===== src/hdl/lppd_pkg.sv =====
// Shared package for the length-prefixed packet deframer.
// Holds header constants, the per-byte result record and the queue depth.
// No dependencies.
`timescale 1ns / 1ps

package lppd_pkg;

  // Header layout: 4-byte channel word, then 4-byte total length
  localparam int unsigned HEADER_BYTES      = 8;
  localparam int unsigned CHANNEL_BYTES     = 4;
  localparam int unsigned POSITION_BITS_DEF = 24;
  localparam int unsigned MAX_BITS          = 24;
  localparam logic [MAX_BITS-1:0] MAX_RESET = 24'h200000;

  // Entries in the queue between front and back
  localparam int unsigned QUEUE_DEPTH = 2;

  // One result item as it travels from front to back
  typedef struct packed {
    logic [31:0] packet_channel;
    logic        length_error;
    logic        last_byte;
    logic        first_byte;
    logic [23:0] byte_position;
    logic [7:0]  out_byte;
  } result_t;

endpackage


===== src/hdl/length_prefixed_packet_deframer.sv =====
// Channel | Dir | Signals                          | Contents
// in      | in  | in_tvalid/in_tready/in_tdata     | one raw stream byte
// out     | out | out_tvalid/out_tready/out_tdata  | byte, position, channel
//         |     | out_tuser/out_tlast              | flags, end of packet
// cfg     | in  | cfg_valid/cfg_ready/cfg_data     | max packet length
//
// One byte per cycle sustained while out_tready is high; after an input
// accept, the result is written into the queue and then moved into the
// output register, which drives out_tvalid.
// The front stalls only when the two-entry queue is full; the output
// register refills in the same cycle its item is taken if the queue holds one.
// Synchronous active-low reset clears the header state, queue and output
// valid, and loads the max length with 2 MiB. cfg writes are always taken.
// Top level of the length-prefixed packet deframer; uses lppd_pkg,
// lppd_front, lppd_queue and lppd_back.
`timescale 1ns / 1ps

module length_prefixed_packet_deframer #(
  parameter int unsigned POSITION_BITS = lppd_pkg::POSITION_BITS_DEF
) (
  input  logic                          clk,
  input  logic                          rst_n,
  // stream input
  input  logic                          in_tvalid,
  output logic                          in_tready,
  input  logic [7:0]                    in_tdata,   // [7:0] data_byte
  // stream output
  output logic                          out_tvalid,
  input  logic                          out_tready,
  output logic [63:0]                   out_tdata,  // [7:0] out_byte,
                                                    // [31:8] byte_position,
                                                    // [63:32] packet_channel
  output logic [1:0]                    out_tuser,  // [0] first_byte,
                                                    // [1] length_error
  output logic                          out_tlast,  // last_byte
  // configuration write
  input  logic                          cfg_valid,
  output logic                          cfg_ready,
  input  logic [lppd_pkg::MAX_BITS-1:0] cfg_data    // [23:0] max_packet_bytes
);

  lppd_pkg::result_t front_res;
  lppd_pkg::result_t q_data;
  logic              q_full, q_valid, q_pop, in_fire;

  assign cfg_ready = 1'b1;
  assign in_tready = !q_full;
  assign in_fire   = in_tvalid && in_tready;

  lppd_front #(
    .POSITION_BITS (POSITION_BITS)
  ) u_front (
    .clk       (clk),
    .rst_n     (rst_n),
    .cfg_valid (cfg_valid),
    .cfg_data  (cfg_data),
    .in_fire   (in_fire),
    .in_byte   (in_tdata),
    .res       (front_res)
  );

  lppd_queue u_queue (
    .clk       (clk),
    .rst_n     (rst_n),
    .push      (in_fire),
    .push_data (front_res),
    .full      (q_full),
    .pop       (q_pop),
    .q_valid   (q_valid),
    .q_data    (q_data)
  );

  lppd_back u_back (
    .clk        (clk),
    .rst_n      (rst_n),
    .q_valid    (q_valid),
    .q_data     (q_data),
    .pop        (q_pop),
    .out_tvalid (out_tvalid),
    .out_tready (out_tready),
    .out_tdata  (out_tdata),
    .out_tuser  (out_tuser),
    .out_tlast  (out_tlast)
  );

endmodule


===== src/hdl/lppd_front.sv =====
// Front stage of the deframer: holds the max-length register and the
// per-packet header state, classifies each byte and builds its result.
// Depends on lppd_pkg.
`timescale 1ns / 1ps

module lppd_front #(
  parameter int unsigned POSITION_BITS = lppd_pkg::POSITION_BITS_DEF
) (
  input  logic                             clk,
  input  logic                             rst_n,
  input  logic                             cfg_valid,
  input  logic [lppd_pkg::MAX_BITS-1:0]    cfg_data,
  input  logic                             in_fire,
  input  logic [7:0]                       in_byte,
  output lppd_pkg::result_t                res
);

  // Largest length a position counter of this width can reach
  localparam logic [32:0] CAP = 33'd1 << POSITION_BITS;
  localparam logic [32:0] HDR = 33'(lppd_pkg::HEADER_BYTES);
  localparam logic [32:0] CHN = 33'(lppd_pkg::CHANNEL_BYTES);

  logic [lppd_pkg::MAX_BITS-1:0] max_r;
  logic [POSITION_BITS-1:0]      pos_r, pos_nxt;
  logic [31:0]                   chan_r, chan_nxt;
  logic [31:0]                   len_r, len_nxt;
  logic                          err_r, err_nxt;

  logic [32:0] pos_w;
  logic [31:0] pos32;
  logic [31:0] len_shift;
  logic [32:0] eff_max;
  logic        pos_zero, pos_hdr_last, len_short, len_long, last;
  logic [31:0] len_fin;

  // Max-length register
  always_ff @(posedge clk) begin
    if (!rst_n) begin
      max_r <= lppd_pkg::MAX_RESET;
    end else if (cfg_valid) begin
      max_r <= cfg_data;
    end
  end

  // Effective maximum: at least a header, at most the counter range
  always_comb begin
    eff_max = {9'd0, max_r};
    if (eff_max < HDR) begin
      eff_max = HDR;
    end
    if (eff_max > CAP) begin
      eff_max = CAP;
    end
  end

  // Position decode and header shift
  assign pos_w        = 33'(pos_r);
  assign pos32        = 32'(pos_r);
  assign pos_zero     = (pos_w == 33'd0);
  assign pos_hdr_last = (pos_w == HDR - 33'd1);
  assign len_shift    = {len_r[23:0], in_byte};
  assign len_short    = ({1'b0, len_shift} < HDR);
  assign len_long     = ({1'b0, len_shift} > eff_max);

  always_comb begin
    if (len_short) begin
      len_fin = HDR[31:0];
    end else if (len_long) begin
      len_fin = eff_max[31:0];
    end else begin
      len_fin = len_shift;
    end
  end

  // Next header state and end-of-packet decision
  always_comb begin
    chan_nxt = chan_r;
    len_nxt  = len_r;
    err_nxt  = err_r;
    last     = 1'b0;
    if (pos_zero) begin
      chan_nxt = {24'd0, in_byte};
      len_nxt  = 32'd0;
      err_nxt  = 1'b0;
    end else if (pos_w < CHN) begin
      chan_nxt = {chan_r[23:0], in_byte};
    end else if (pos_w < HDR) begin
      len_nxt = len_shift;
    end

    if (pos_hdr_last) begin
      len_nxt = len_fin;
      err_nxt = len_short | len_long;
      last    = ({1'b0, len_fin} == HDR);
    end else if (pos_w >= HDR) begin
      last = ((pos_w + 33'd1) >= {1'b0, len_r});
    end

    pos_nxt = last ? '0 : pos_r + 1'b1;
  end

  // Result for the byte being accepted
  always_comb begin
    res.out_byte       = in_byte;
    res.byte_position  = pos32[23:0];
    res.first_byte     = pos_zero;
    res.last_byte      = last;
    res.packet_channel = (pos_w >= CHN) ? chan_nxt : 32'd0;
    res.length_error   = (pos_w >= HDR - 33'd1) && err_nxt;
  end

  // Packet state advances on each accepted byte
  always_ff @(posedge clk) begin
    if (!rst_n) begin
      pos_r  <= '0;
      chan_r <= '0;
      len_r  <= '0;
      err_r  <= 1'b0;
    end else if (in_fire) begin
      pos_r  <= pos_nxt;
      chan_r <= chan_nxt;
      len_r  <= len_nxt;
      err_r  <= err_nxt;
    end
  end

endmodule


===== src/hdl/lppd_queue.sv =====
// Short result queue between front and back of the deframer.
// Two-entry FIFO of lppd_pkg::result_t records.
// Depends on lppd_pkg.
`timescale 1ns / 1ps

module lppd_queue (
  input  logic              clk,
  input  logic              rst_n,
  input  logic              push,
  input  lppd_pkg::result_t push_data,
  output logic              full,
  input  logic              pop,
  output logic              q_valid,
  output lppd_pkg::result_t q_data
);

  localparam int unsigned PTR_BITS = $clog2(lppd_pkg::QUEUE_DEPTH);

  lppd_pkg::result_t   mem [lppd_pkg::QUEUE_DEPTH];
  logic [PTR_BITS-1:0] wr_ptr_r, rd_ptr_r;
  logic [PTR_BITS:0]   count_r, count_nxt;

  assign full    = (count_r == (PTR_BITS+1)'(lppd_pkg::QUEUE_DEPTH));
  assign q_valid = (count_r != '0);
  assign q_data  = mem[rd_ptr_r];

  // Occupancy
  always_comb begin
    count_nxt = count_r;
    if (push && !pop) begin
      count_nxt = count_r + 1'b1;
    end else if (pop && !push) begin
      count_nxt = count_r - 1'b1;
    end
  end

  // Pointers
  always_ff @(posedge clk) begin
    if (!rst_n) begin
      wr_ptr_r <= '0;
      rd_ptr_r <= '0;
      count_r  <= '0;
    end else begin
      count_r <= count_nxt;
      if (push) begin
        wr_ptr_r <= wr_ptr_r + 1'b1;
      end
      if (pop) begin
        rd_ptr_r <= rd_ptr_r + 1'b1;
      end
    end
  end

  // Storage
  always_ff @(posedge clk) begin
    if (push) begin
      mem[wr_ptr_r] <= push_data;
    end
  end

endmodule


===== src/hdl/lppd_back.sv =====
// Back stage of the deframer: output register that presents result items
// on the stream master side and pulls from the queue. Depends on lppd_pkg.
`timescale 1ns / 1ps

module lppd_back (
  input  logic              clk,
  input  logic              rst_n,
  input  logic              q_valid,
  input  lppd_pkg::result_t q_data,
  output logic              pop,
  output logic              out_tvalid,
  input  logic              out_tready,
  output logic [63:0]       out_tdata,
  output logic [1:0]        out_tuser,
  output logic              out_tlast
);

  logic              valid_r;
  lppd_pkg::result_t res_r;

  // Refill when empty or when the held item leaves this cycle
  assign pop = q_valid && (!valid_r || out_tready);

  always_ff @(posedge clk) begin
    if (!rst_n) begin
      valid_r <= 1'b0;
    end else if (pop) begin
      valid_r <= 1'b1;
    end else if (out_tready) begin
      valid_r <= 1'b0;
    end
  end

  always_ff @(posedge clk) begin
    if (pop) begin
      res_r <= q_data;
    end
  end

  assign out_tvalid = valid_r;
  assign out_tdata  = {res_r.packet_channel, res_r.byte_position, res_r.out_byte};
  assign out_tuser  = {res_r.length_error, res_r.first_byte};
  assign out_tlast  = res_r.last_byte;

endmodule


===== config.mk =====
export PLATFORM = sky130hd
export DESIGN_NAME = length_prefixed_packet_deframer
export DESIGN_NICKNAME = d
export VERILOG_FILES = /design/src/hdl/lppd_pkg.sv /design/src/hdl/length_prefixed_packet_deframer.sv /design/src/hdl/lppd_front.sv /design/src/hdl/lppd_queue.sv /design/src/hdl/lppd_back.sv
export SDC_FILE = /design/constraint.sdc
export NUM_CORES = 1
export LEC_CHECK = 0
export ABC_AREA = 1
export BUFFER_PORTS_ARGS = -buffer_cell sky130_fd_sc_hd__buf_2
export CORE_UTILIZATION = 30
export CTS_BUF_LIST = sky130_fd_sc_hd__clkbuf_8
export DETAILED_ROUTE_END_ITERATION = 16
export HOLD_SLACK_MARGIN = 0.15
export PLACE_DENSITY_LB_ADDON = 0.08
export SLEW_MARGIN = 20
export SYNTH_ARGS = -nofsm -noshare
export SYNTH_HDL_FRONTEND = slang
export SYNTH_SLANG_ARGS = --single-unit

===== constraint.sdc =====
create_clock -name clk -period 6.45 [get_ports clk]
set_clock_uncertainty 0.1 [all_clocks]
set_input_delay 0.645 -clock clk [delete_from_list [all_inputs] [get_ports clk]]
set_output_delay 0.645 -clock clk [all_outputs]
set_load 0.05 [all_outputs]

======== Word-level counts from Yosys, hierarchy flattened ========
Memories as Yosys holds them, arrays and structs flattened. A register that Yosys moved wholly into a read port is not among the register bits.
Cells that the tools add are included.
storage, ports and cells
  memories ................................ 1
  output and inout port bits .............. 70
  input port bits ......................... 37
  register bits ........................... 118
  bits in writable memories ............... 134
  word-level logic and storage cells ...... 69
memories
  memory       depth  width  rd ports  clocked after Yosys merged registers in  wr ports  RTL line          RTL
  u_queue.mem  2      67     1         1                                        1         lppd_queue.sv:19  lppd_pkg::result_t mem [lppd_pkg::QUEUE_DEPTH];
cells by class
  reduce and logical (&&, ||, !) cells .... 16
  add/subtract/negate cells ............... 6
  bitwise gates (word level) .............. 1
  mux-type cells .......................... 22
  equal/unequal tests ..................... 4
  $lt $le $gt $ge ......................... 10
operators by type and width
  kind                                                                                   number
  32-bit two-way mux                                                                     9
  24-bit by 3-bit greater-or-equal comparator with 1-bit output (second input constant)  2
  24-bit by 4-bit less-than comparator with 1-bit output (second input constant)         2
  24-bit two-way mux                                                                     2
  33-bit by 32-bit greater-or-equal comparator with 1-bit output                         1
  33-bit logical NOT                                                                     1
  32-bit by 4-bit == test with 1-bit output (second input constant)                      1
  32-bit by 25-bit > comparator with 1-bit output                                        1
  32-bit by 4-bit less-than comparator with 1-bit output (second input constant)         1
  24-bit by 1-bit adder with 25-bit output (second input constant)                       1
  24-bit by 25-bit > comparator with 1-bit output (second input constant)                1
  25-bit two-way mux                                                                     1
  24-bit by 1-bit adder with 24-bit output (second input constant)                       1
  24-bit by 3-bit == test with 1-bit output (second input constant)                      1
  24-bit by 4-bit greater-or-equal comparator with 1-bit output (second input constant)  1
  24-bit by 3-bit less-than comparator with 1-bit output (second input constant)         1
  1-bit two-way mux                                                                      8
  2-bit nonzero test                                                                     3
  1-bit logical AND                                                                      5
  1-bit logical NOT                                                                      4
  2-bit two-way mux                                                                      2
  3-bit by 1-bit inequality test with 1-bit output (second input constant)               1
  3-bit AND reduction                                                                    1
  3-bit nonzero test                                                                     1
  6 further kinds                                                                        7

======== Longest topological paths before layout ========
Gate-level depths: netlist of run 1.
  depth in word-level cells ............... 10
  depth in mapped cells ................... 30
  gate-level depth less buffers ........... 28

======== By module ========
Synthesis of run 1 repeated with hierarchy kept, for this count alone.
second synthesis, totals
  cells, all modules ...................... 1385
  area total of the unflattened synthesis .. 14546.5 µm²
by module, submodules not included
  module                           times used  area an instance (µm²)  seq. area each (µm²)  cells each
  lppd_front                       1           7283.2                  2262.2                1063
  lppd_queue                       1           5175.0                  4124.0                243
  lppd_back                        1           2063.2                  2031.9                74
  length_prefixed_packet_deframer  1           25.0                    0.0                   5

======== Worst setup path after synthesis of run 1 ========
Ideal clock, no wire load.
  path kind ............................... input port to flip-flop
  start point ............................. input port out_tready
  end point ............................... register u_queue.count_r[1]
  data required time ...................... 6.228 ns
  library setup time ...................... 0.122 ns
  buffers on the path ..................... 0
  stages on the path ...................... 8
  arrival time ............................ 5.065 ns
  setup slack ............................. 1.163 ns
  path through ............................ nor2_1 > a21oi_1 > inv_1 > ha_1 > a21oi_1 > o21ai_0 > o21ai_0 > a21oi_1
on the way
  longest elaborated chain between the ends .. 5
  elaborated cells on any way between the ends .. 7
  those cells by class .................... mux (1); reduce/logical (6)
RTL lines
  what                                                            RTL line                               RTL
  start, declared                                                 length_prefixed_packet_deframer.sv:29  input logic out_tready,
  1-bit logical OR (*)                                            lppd_back.sv:22                        assign pop = q_valid && (!valid_r || out_tready);
  1-bit logical AND (*)                                           lppd_back.sv:22
  via q_pop                                                       length_prefixed_packet_deframer.sv:44  logic q_full, q_valid, q_pop, in_fire;
  1-bit logical NOT                                               lppd_queue.sv:30                       if (push && !pop) begin
  1-bit logical AND                                               lppd_queue.sv:30
  2-bit two-way mux / 2-bit nonzero test (equally long branches)  n/a
  end signal, assigned                                            lppd_queue.sv:44                       count_r <= count_nxt;
  end, declared                                                   lppd_queue.sv:21                       logic [PTR_BITS:0] count_r, count_nxt;
Mark *: on every way through the listed nets, which the timed path passes. The rest lies on a longest branch.
A chain may end at the register's enable or synchronous reset.

==> flow_summary.json, run 1 <==
{
  "hold_viol_final": 0,
  "clock_latency_ps": 650,
  "netlist_area_sq_mm": 0.01445,
  "power_frac_comb_pct": 34.7,
  "cp.required_ps": 6710,
  "drt_iter0_drc": 555,
  "p_leak_uw": 0.007128,
  "slew_viol_final": 0,
  "power_density_mw_per_mm2": 418.8,
  "grtUsageMet3_pct": 3.167,
  "outcome": "finished, final reports clean",
  "synth-edff-count": 201,
  "final_util_pct": 35.34,
  "fin_setup_tns_ps": 0,
  "clkPwrFrac_pct": 24.4,
  "max_cap_viol_count": 0,
  "dr.pass1.iters": 5,
  "syn-num-nets": 1633,
  "cts-resized-gates": 0,
  "r2r_slack_ps": 2030,
  "io-pin-count": 107,
  "power.internal_uw": 4096,
  "dp_hpwl_mm": 24.81,
  "cpMaxStageDelayCell": "o2111ai_2",
  "avgSynthCellArea_sq_um": 9.360,
  "synth_warnings": 0,
  "die-area_sq_mm": 0.04906,
  "avgViaCountPerCell": 4.599,
  "ys_types": 46,
  "placed_area_sq_mm": 0.01556,
  "cts_sinks": 319,
  "cts_max_path_buffers": 3,
  "synth_cells": 1544,
  "setup_slack_ps": 2033,
  "grt_util_met1_pct": 21.10,
  "yosys.area.top_type_share_pct": 41.76,
  "cts_tree": "built",
  "drtAntennaViolNets": 0,
  "grt_usage_pct": 15.53,
  "synth_area_leaders": "edfxtp_1 (42%), dfxtp_1 (16%), nand2_1 (11%)",
  "period_needed_ps": 4417,
  "synthFlopType": "edfxtp_1",
  "ctsHoldBuffers": 24,
  "final_nets": 1765,
  "finalSetupViolCount": 0,
  "die_x_um": 221.5,
  "die_y_um": 221.5,
  "end_kind": "register",
  "power.switching_uw": 2957,
  "cts_htree_levels": 2,
  "hp-class": "input port to register",
  "hp-start": "cfg_data[19]",
  "io_buffers": 105,
  "wl_per_cell_um": 16.04,
  "vias": 10772,
  "timing.fmax_mhz": 226.4,
  "seqPwrFrac_pct": 40.9,
  "cp_max_fo": 16,
  "swShare_pct": 41.93,
  "post_cts_buffers": 0,
  "ir_drop_uv": 171.3,
  "use_met2_pct": 24.99,
  "period_share_pct": 68.48,
  "start_util_pct": 30.33,
  "worstMarginPinSlew_ps": 976.1,
  "drive_above_1_share_pct": 14.89,
  "critPathCapture": "u_queue.mem[1][33]",
  "place_ws_ps": 2003,
  "yosys_register_bits": 319,
  "final_cell_area_sq_mm": 0.01684,
  "gp_congestion": 0.8280,
  "rr_worst_depth": 20,
  "r2r_end": "u_queue.mem[1][33]",
  "grt-busiest-layer": "met2",
  "grt_antenna_before_repair": 1,
  "reg2reg_from": "u_front.pos_r[0]",
  "grt_overflow": 0,
  "synth_seq_area_share_pct": 58.11,
  "rsz0062_at_grt": "no",
  "n_fill_cell": 4977,
  "cp-start-kind": "register",
  "slew_headroom_pct": 34.92,
  "cp-startpoint": "u_front.pos_r[0]",
  "coreArea_sq_mm": 0.04765,
  "path_clk_slew_ps": 60,
  "cts_buffers": 58,
  "path_class": "register to register",
  "grt_start_max_net_pins": 70,
  "drc": 0,
  "synthToLayoutAreaGrowth_pct": 16.52,
  "rows": 80,
  "drt_wl_total_mm": 37.57,
  "cp_slowest_stage_delay_ps": 580,
  "crit_chain": "ha_1 -> nand2_2 -> nor3_4 -> nand3_1 -> nor3_1 -> nand3_1 -> nor3_2 -> nand3_1 -> or2_1 -> nand2_1 -> inv_1 -> ha_1 -> nand2_1 -> inv_1 -> o21ai_0 -> a21o_1 -> nand4_1 -> o2111ai_2 -> buf_4 -> nand2_1",
  "grt_pass1_wl_mm": 60.33,
  "cts-root-buf": "clkbuf_8",
  "async_flop_share_pct": 0,
  "worstPathArrival_ps": 4680,
  "yosysTopAreaCell": "edfxtp_1",
  "grt_pass1_vias": 10842
}
sequential cells by signal, summed over array words and instances (netlist names):
| signal | flops |
|---|---|
| u_queue.wr_ptr_r | 1 |
| u_front.max_r | 24 |
| u_queue.mem | 134 |
| u_queue.count_r | 2 |
| u_front.chan_r | 32 |
| u_back.out_tuser | 2 |
| u_queue.rd_ptr_r | 1 |
| u_front.err_r | 1 |
| u_front.pos_r | 24 |
| u_back.out_tdata | 64 |
| u_back.out_tlast | 1 |
| u_back.out_tvalid | 1 |
| u_front.len_r | 32 |
power by group through the flow:
stage          clock network (uW)  registers, uW  logic [uW]
3_5_place_dp                    0           2930        2480
3_3_place_gp                    0           2930        2480
5_1_grt                      1890           2930        2690
2_1_floorplan                   0           3670        1070
6_report                     1720           2880        2450
4_1_cts                      1810           2890        2500
stage by stage:
stage	hold WS [ps]	std cells	power [uW]
after floorplan	341.1	1544	4747
after global placement	350.4	2207	5403
after detailed placement	352.6	2207	5411
after CTS	151.1	2341	7200
after global routing	184.4	2342	7508
final	210.2	2342	7053
cell families (layout without fill, tap and decap cells):
family | count (synthesis) | in the layout | synth area share [%]
AO/OA/AOI/OAI | 215 | 215 | 8.017
XOR/XNOR | 17 | 17 | 1.030
adder cells (fa/ha/maj) | 52 | 52 | 4.502
buffers and inverters | 242 | 424 | 6.631
flip-flops | 319 | 319 | 58.11
other | 1 | 2 | 0.02595
AND/OR/NAND/NOR | 698 | 698 | 21.69
critical path, delay by kind of cell, from the launching register on:
family | cells | cell delay (ps)
AOI/OAI and AO/OA | 3 | 790
adders and majority gates | 2 | 510
buffers and inverters | 3 | 490
DFF | 1 | 440
and+or+nand+nor | 12 | 1790
synthesized netlist by cell type, types with 4 or more instances:
master,instances
clkbuf_1,46
nand3_1,87
nor4_1,6
nor3_1,14
ha_1,52
nor2_1,94
inv_2,9
buf_2,10
a31oi_1,13
edfxtp_1,201
buf_6,4
xor2_1,17
inv_1,164
dfxtp_1,118
nor2_2,6
buf_1,5
a21oi_1,110
a211oi_1,9
nand4_1,18
nand2_1,420
o21ai_0,60
o22ai_1,11
or2_2,11
nand3_2,20
cell type report:
class                   count  area [sq um]  share of cell area (%)
flip-flops and latches    319          8402                   49.89
multi-input cells         983          5134                   30.49
repair buffers            139         840.8                   4.993
clock buffers              58         798.3                   4.740
well taps                 615         769.5                   4.569
inverters                 175         656.9                   3.901
clock inverters            52         236.5                   1.404
diodes                      1         2.502                 0.01486
worst min-delay path by stage:
stage,cells past startpoint,to
3_5_place_dp,2,u_front.chan_r[31]
6_report,3,u_front.max_r[19]
4_1_cts,3,u_front.max_r[11]
2_1_floorplan,2,u_front.chan_r[24]
3_3_place_gp,2,u_front.chan_r[28]
5_1_grt,2,u_front.max_r[21]
cells in the final DEF (no fill, tap or decap), types with 2 or more instances in the layout:
| cell type | netlist | final |
|---|---|---|
| nand2_1 | 420 | 419 |
| edfxtp_1 | 201 | 201 |
| inv_1 | 164 | 186 |
| dfxtp_1 | 118 | 117 |
| a21oi_1 | 110 | 109 |
| buf_2 | 10 | 105 |
| nor2_1 | 94 | 91 |
| nand3_1 | 87 | 87 |
| o21ai_0 | 60 | 60 |
| clkbuf_8 | 0 | 58 |
| ha_1 | 52 | 52 |
| dlygate4sd3_1 | 0 | 24 |
| nand3_2 | 20 | 20 |
| clkinv_1 | 2 | 20 |
| nand4_1 | 18 | 18 |
| xor2_1 | 17 | 17 |
| nor3_1 | 14 | 14 |
| a31oi_1 | 13 | 13 |
| inv_2 | 9 | 11 |
| or2_2 | 11 | 11 |
| o22ai_1 | 11 | 11 |
| buf_4 | 2 | 10 |
| a211oi_1 | 9 | 9 |
| nor2_2 | 6 | 7 |
| nor4_1 | 6 | 6 |
| clkinv_2 | 0 | 5 |
| nand2_2 | 3 | 4 |
| nor3_4 | 3 | 3 |
| nor3_2 | 3 | 3 |
| or3_1 | 3 | 3 |
| a21o_1 | 3 | 3 |
| nor2_4 | 1 | 3 |
| nand2_4 | 3 | 3 |
| a21oi_2 | 3 | 3 |
| o21ai_1 | 2 | 2 |
| inv_8 | 0 | 2 |
| clkinvlp_4 | 0 | 2 |
per-layer routing:
layer	share of wire [%]	vias to the layer above
met5	0	-
met4	2.1	0
met3	4.2	60
met2	45	192
met1	49	5086
li1	-	5434
Note: power is estimated with default switching activity, not from simulation.
==> run 2, diff against run 1 <==
Clock period 6.45 ns to 3.6 ns, I/O delays scaled along.
==> flow_summary.json, run 2 (same netlist as run 1, synthesis figures left out) <==
{
  "outcome": "finished, final reports clean",
  "n_fill_cell": 4831,
  "period_share_pct": 99.82,
  "regArea_sq_mm": 0.008406,
  "die_y_um": 221.5,
  "dp_cells": 2286,
  "reg2reg_from": "u_front.pos_r[0]",
  "dr.pass1.iters": 9,
  "largest_register": "u_queue.mem",
  "io-pin-count": 107,
  "most-common-layout-cells": "nand2_1 (408), edfxtp_1 (201), inv_1 (188)",
  "cp_max_fo": 3,
  "rsz0062_at_grt": "yes",
  "max_cap_viol_count": 0,
  "die_x_um": 221.5,
  "grt_start_max_net_pins": 70,
  "worstMarginPinSlew_ps": 957.5,
  "instances_no_fill": 2461,
  "cp.required_ps": 4070,
  "cpMaxStageDelayCell": "dfxtp_2",
  "grt_overflow": 0,
  "final_util_pct": 38.68,
  "cts_sinks": 319,
  "place_ws_ps": -116.4,
  "grt_antenna_before_repair": 0,
  "coreArea_sq_mm": 0.04765,
  "power_density_mw_per_mm2": 737.6,
  "r2r_end": "u_front.pos_r[20]",
  "cts_max_path_buffers": 3,
  "cts_htree_levels": 2,
  "critPathCapture": "u_front.pos_r[20]",
  "end_kind": "register",
  "synthToLayoutAreaGrowth_pct": 27.52,
  "grt_pass1_vias": 11220,
  "num_antenna_cells": 0,
  "avgViaCountPerCell": 4.582,
  "worstPathArrival_ps": 4060,
  "cts_tree": "built",
  "drc": 0,
  "r2r_slack_ps": 7,
  "mostFrequentLayoutCell": "nand2_1",
  "power.switching_uw": 5464,
  "path_clk_slew_ps": 60,
  "cts_buffers": 58,
  "gp_congestion": 0.8280,
  "grt_usage_pct": 15.72,
  "start_util_pct": 30.33,
  "wl_per_cell_um": 15.89,
  "hold_viol_final": 0,
  "final_nets": 1885,
  "timing.fmax_mhz": 278.3,
  "power_frac_comb_pct": 36.7,
  "finalSetupViolCount": 0,
  "finalPower_uw": 13590,
  "cp-startpoint": "u_front.pos_r[0]",
  "grt_pass1_wl_mm": 60.89,
  "rows": 80,
  "multi_input_area_sq_mm": 0.005463,
  "dp_hpwl_mm": 25.58,
  "drtAntennaViolNets": 0,
  "clkPwrFrac_pct": 25.5,
  "critPathMostFrequentCell": "buf_4",
  "cp-start-kind": "register",
  "largest_reg_flops": 134,
  "setup_slack_ps": 6.577,
  "drt_iter0_drc": 625,
  "ir_drop_uv": 433.9,
  "period_needed_ps": 3593,
  "slew_viol_final": 0,
  "seqPwrFrac_pct": 37.9,
  "rr_worst_depth": 25,
  "drive_above_1_share_pct": 23.19,
  "cp_slowest_stage_delay_ps": 350,
  "clock_latency_ps": 670,
  "power.internal_uw": 8130,
  "vias": 11277,
  "path_class": "register to register",
  "hp-class": "input port to register",
  "io_buffers": 105,
  "drt_wl_total_mm": 39.11,
  "swShare_pct": 40.20,
  "cts-root-buf": "clkbuf_8",
  "die-area_sq_mm": 0.04906,
  "slew_headroom_pct": 36.10,
  "p_leak_uw": 0.007916
}
-- run 2: cell count changes in the layout (fill, tap and decap cells not counted), sizes merged --
cell	delta
buf	+100
dlygate4sd3	+16
clkinv	-15
clkbuf	+9
inv	+7
bufinv	+3
clkinvlp	-2
nand2	+2
diode	-1
-- run 2: repair_timing --
| item | 4_1_cts | 5_1_grt |
|---|---|---|
| hold buffers | 40 | 0 |
| gates resized for setup | 20 | 64 |
| setup endpoints to repair | 26 | 34 |
| buffers inserted | 13 | 7 |
| cloned | 1 | 4 |
| pin swaps | 8 | 14 |
| hold endpoints to repair | 61 | 0 |
-- run 2: cell type report --
type	count	area share (%)
Clock buffer	65	4.854
Clock inverter	45	1.602
Inverter	175	3.564
Multi-Input combinational cell	985	29.64
Sequential cell	319	45.61
Tap cell	615	4.175
Timing Repair Buffer	257	10.56
-- run 2: worst max-delay path: cells and delay by family, from the launching register on --
family	cells	cell delay [ps]
flops	1	350
compound gates	2	230
simple gates	10	1190
fa+ha+maj	1	150
buf+inv	12	1510
-- run 2: power by group through the flow --
stage / Combinational [uW] / Clock, uW / Sequential [uW]
6_report: 4980 / 3460 / 5150
5_1_grt: 5410 / 3760 / 5220
4_1_cts: 4790 / 3600 / 5160
3_5_place_dp: 4740 / 0 / 5230
3_3_place_gp: 4730 / 0 / 5220
2_1_floorplan: 1930 / 0 / 6540
-- run 2: worst min path at each step --
stage	from	end	slack [ps]	cells past startpoint
after CTS	in_tdata[2]	u_queue.mem[1][2]	330	2
after global routing	cfg_valid	u_front.max_r[5]	300	3
after floorplan	u_front.chan_r[24]	u_front.chan_r[24]	340	2
after detailed placement	u_front.chan_r[28]	u_front.chan_r[28]	350	2
after global placement	u_front.chan_r[29]	u_front.chan_r[29]	350	2
final	cfg_valid	u_front.max_r[5]	260	3
-- run 2: routing by layer --
| layer | GRT usage, % | share of wire [%] | up-vias |
|---|---|---|---|
| met5 | 0 | 0 | - |
| li1 | - | - | 5682 |
| met2 | 25.79 | 47 | 203 |
| met4 | 5.645 | 2.3 | 0 |
| met1 | 20.96 | 47 | 5329 |
| met3 | 2.544 | 3.7 | 63 |
-- run 2: per-stage QoR --
| step | hold WS, ps | setup TNS [ps] | area, sq um |
|---|---|---|---|
| 2_1_floorplan | 341.1 | -22.42 | 14480 |
| 3_3_place_gp | 353.3 | -277.9 | 16230 |
| 3_5_place_dp | 354.4 | -1709 | 16230 |
| 4_1_cts | 329.5 | -213.7 | 18010 |
| 5_1_grt | 299.8 | -5833 | 18430 |
| 6_report | 263.5 | 0 | 18430 |
==> run 3, diff against run 2 <==
==> constraint.sdc (replaced) <==
create_clock -name clk -period 2.9 [get_ports clk]
set_clock_uncertainty 0.1 [all_clocks]
set_input_delay 0.29 -clock clk [delete_from_list [all_inputs] [get_ports clk]]
set_output_delay 0.29 -clock clk [all_outputs]
set_load 0.02 [all_outputs]
==> flow_summary.json, run 3 (same netlist as run 1, synthesis figures left out) <==
{
  "outcome": "finished with violations",
  "violations": "setup timing",
  "rsz0062_at_grt": "yes",
  "path_class": "register to register",
  "rows": 80,
  "drc": 0,
  "die-area_sq_mm": 0.04906,
  "drtAntennaViolNets": 0,
  "dr.pass1.iters": 5,
  "dp_cells": 2404,
  "grt_overflow": 0,
  "vias": 11860,
  "worstPathArrival_ps": 3880,
  "p_leak_uw": 0.008925,
  "drt_wl_total_mm": 40.85,
  "timing.fmax_mhz": 277.0,
  "period_needed_ps": 3611,
  "cts_max_path_buffers": 3,
  "cts_sinks": 319,
  "num_antenna_cells": 0,
  "io-pin-count": 107,
  "hp-class": "input port to register",
  "final_nets": 2044,
  "most-common-layout-cells": "nand2_1 (391), buf_4 (224), edfxtp_1 (201)",
  "end_kind": "register",
  "synthToLayoutAreaGrowth_pct": 42.11,
  "max_cap_viol_count": 0,
  "clock_latency_ps": 650,
  "n_fill_cell": 4675,
  "cts_tree": "built",
  "grt_usage_pct": 16.58,
  "period_share_pct": 124.5,
  "wl_per_cell_um": 15.60,
  "grt_pass1_vias": 11855,
  "cts-root-buf": "clkbuf_8",
  "grt_pass1_wl_mm": 64.42,
  "mostFrequentLayoutCell": "nand2_1",
  "finalSetupViolCount": 57,
  "cp.required_ps": 3170,
  "slew_viol_final": 0,
  "dp_hpwl_mm": 26.85,
  "largest_register": "u_queue.mem",
  "cp-start-kind": "register",
  "grt_antenna_before_repair": 0,
  "hold_ws_ps": 190.1,
  "instances_no_fill": 2619,
  "final_cell_area_sq_mm": 0.02054,
  "drt_iter0_drc": 600,
  "largest_reg_flops": 134,
  "cts_buffers": 57,
  "final_util_pct": 43.11,
  "setup_slack_ps": -710.7,
  "start_util_pct": 30.33,
  "cp_max_fo": 6,
  "cts_htree_levels": 2,
  "placed_area_sq_mm": 0.01718,
  "hold_viol_final": 0,
  "die_x_um": 221.5,
  "avgViaCountPerCell": 4.528,
  "io_buffers": 105,
  "die_y_um": 221.5,
  "grt_start_max_net_pins": 71,
  "drive_above_1_share_pct": 34.38,
  "path_clk_slew_ps": 60,
  "power_density_mw_per_mm2": 842.4,
  "slew_headroom_pct": 38.40,
  "ir_drop_uv": 443.7,
  "gp_congestion": 0.8352,
  "worstMarginPinSlew_ps": 923.1,
  "coreArea_sq_mm": 0.04765
}
run 3: cell count changes in the layout (fill, tap and decap cells not counted), moves of 10 or more:
cell,change
a21oi_1,-14
nand3_2,+19
inv_1,-22
buf_4,+128
o22ai_1,-11
nand3_1,-28
or2_4,+10
or2_2,-10
buf_6,+23
nand2_4,+11
nand2_1,-17
run 3: report_power, final:
part | internal (uW) | leakage [uW] | switching [uW] | total (uW)
combinational | 2400 | 0.00529 | 3940 | 6340
sequential | 6050 | 0.00291 | 288 | 6330
clock | 2700 | 0.000724 | 1930 | 4630
total | 11200 | 0.00893 | 6150 | 17300
run 3: final cells by class:
| class | instances | area, sq um | area share [%] |
|---|---|---|---|
| Clock buffer | 62 | 853.3 | 4.155 |
| Clock inverter | 46 | 415.4 | 2.023 |
| Inverter | 175 | 661.9 | 3.223 |
| Multi-Input combinational cell | 985 | 6160 | 29.99 |
| Sequential cell | 319 | 8416 | 40.97 |
| Tap cell | 615 | 769.5 | 3.747 |
| Timing Repair Buffer | 417 | 3263 | 15.89 |
run 3: path summary, 6_finish.rpt:
kind / slack [ps] / cells past startpoint / startpoint / to
worst max-delay path: -710 / 18 / u_front.pos_r[0] / u_queue.mem[0][33]
worst min-delay path: 190 / 3 / in_tvalid / u_queue.mem[0][1]
worst max register to register: -710 / 18 / u_front.pos_r[0] / u_queue.mem[0][33]
worst min register to register: 360 / 2 / u_front.chan_r[25] / u_front.chan_r[25]
run 3: timing repair:
action	CTS	global route
hold buffers	47	0
endpoints found under the setup margin	61	61
buffers inserted	48	14
pin swaps	28	57
hold endpoints to repair	72	0
resized for setup	150	107
cloned	5	0
run 3: critical path: stages (launching register included):
cell and delay, ps:
dfxtp_4 360, ha_4 140, nand2_4 60, nor3_4 140, nand3_2 110, nor3_2 160
nand3_1 120, nor3_2 210, nand3_1 130, or2_1 280, nor3b_2 200, ha_1 330
nand4_1 160, nor4_2 50, nand4_1 70, nand4_1 150, o2111ai_4 310, buf_6 200
nand2_2 60
run 3: per-layer routing:
layer	track usage [%]	vias to the layer above	share of wire [%]
met5	0	-	0
met4	5.175	0	2.4
met3	3.194	77	3.9
met2	27.20	213	47
met1	22.06	5576	47
li1	-	5994	-
run 3: stage by stage:
| stage | worst slack [ps] | total power [uW] | setup TNS, ps |
|---|---|---|---|
| after floorplan | -488.9 | 9455 | -11960 |
| after global placement | -724.2 | 11590 | -26900 |
| after detailed placement | -760.0 | 11630 | -26890 |
| final | -710.7 | 17300 | -23180 |
| after CTS | -723.7 | 17240 | -23510 |
| after global routing | -959.5 | 18340 | -38330 |
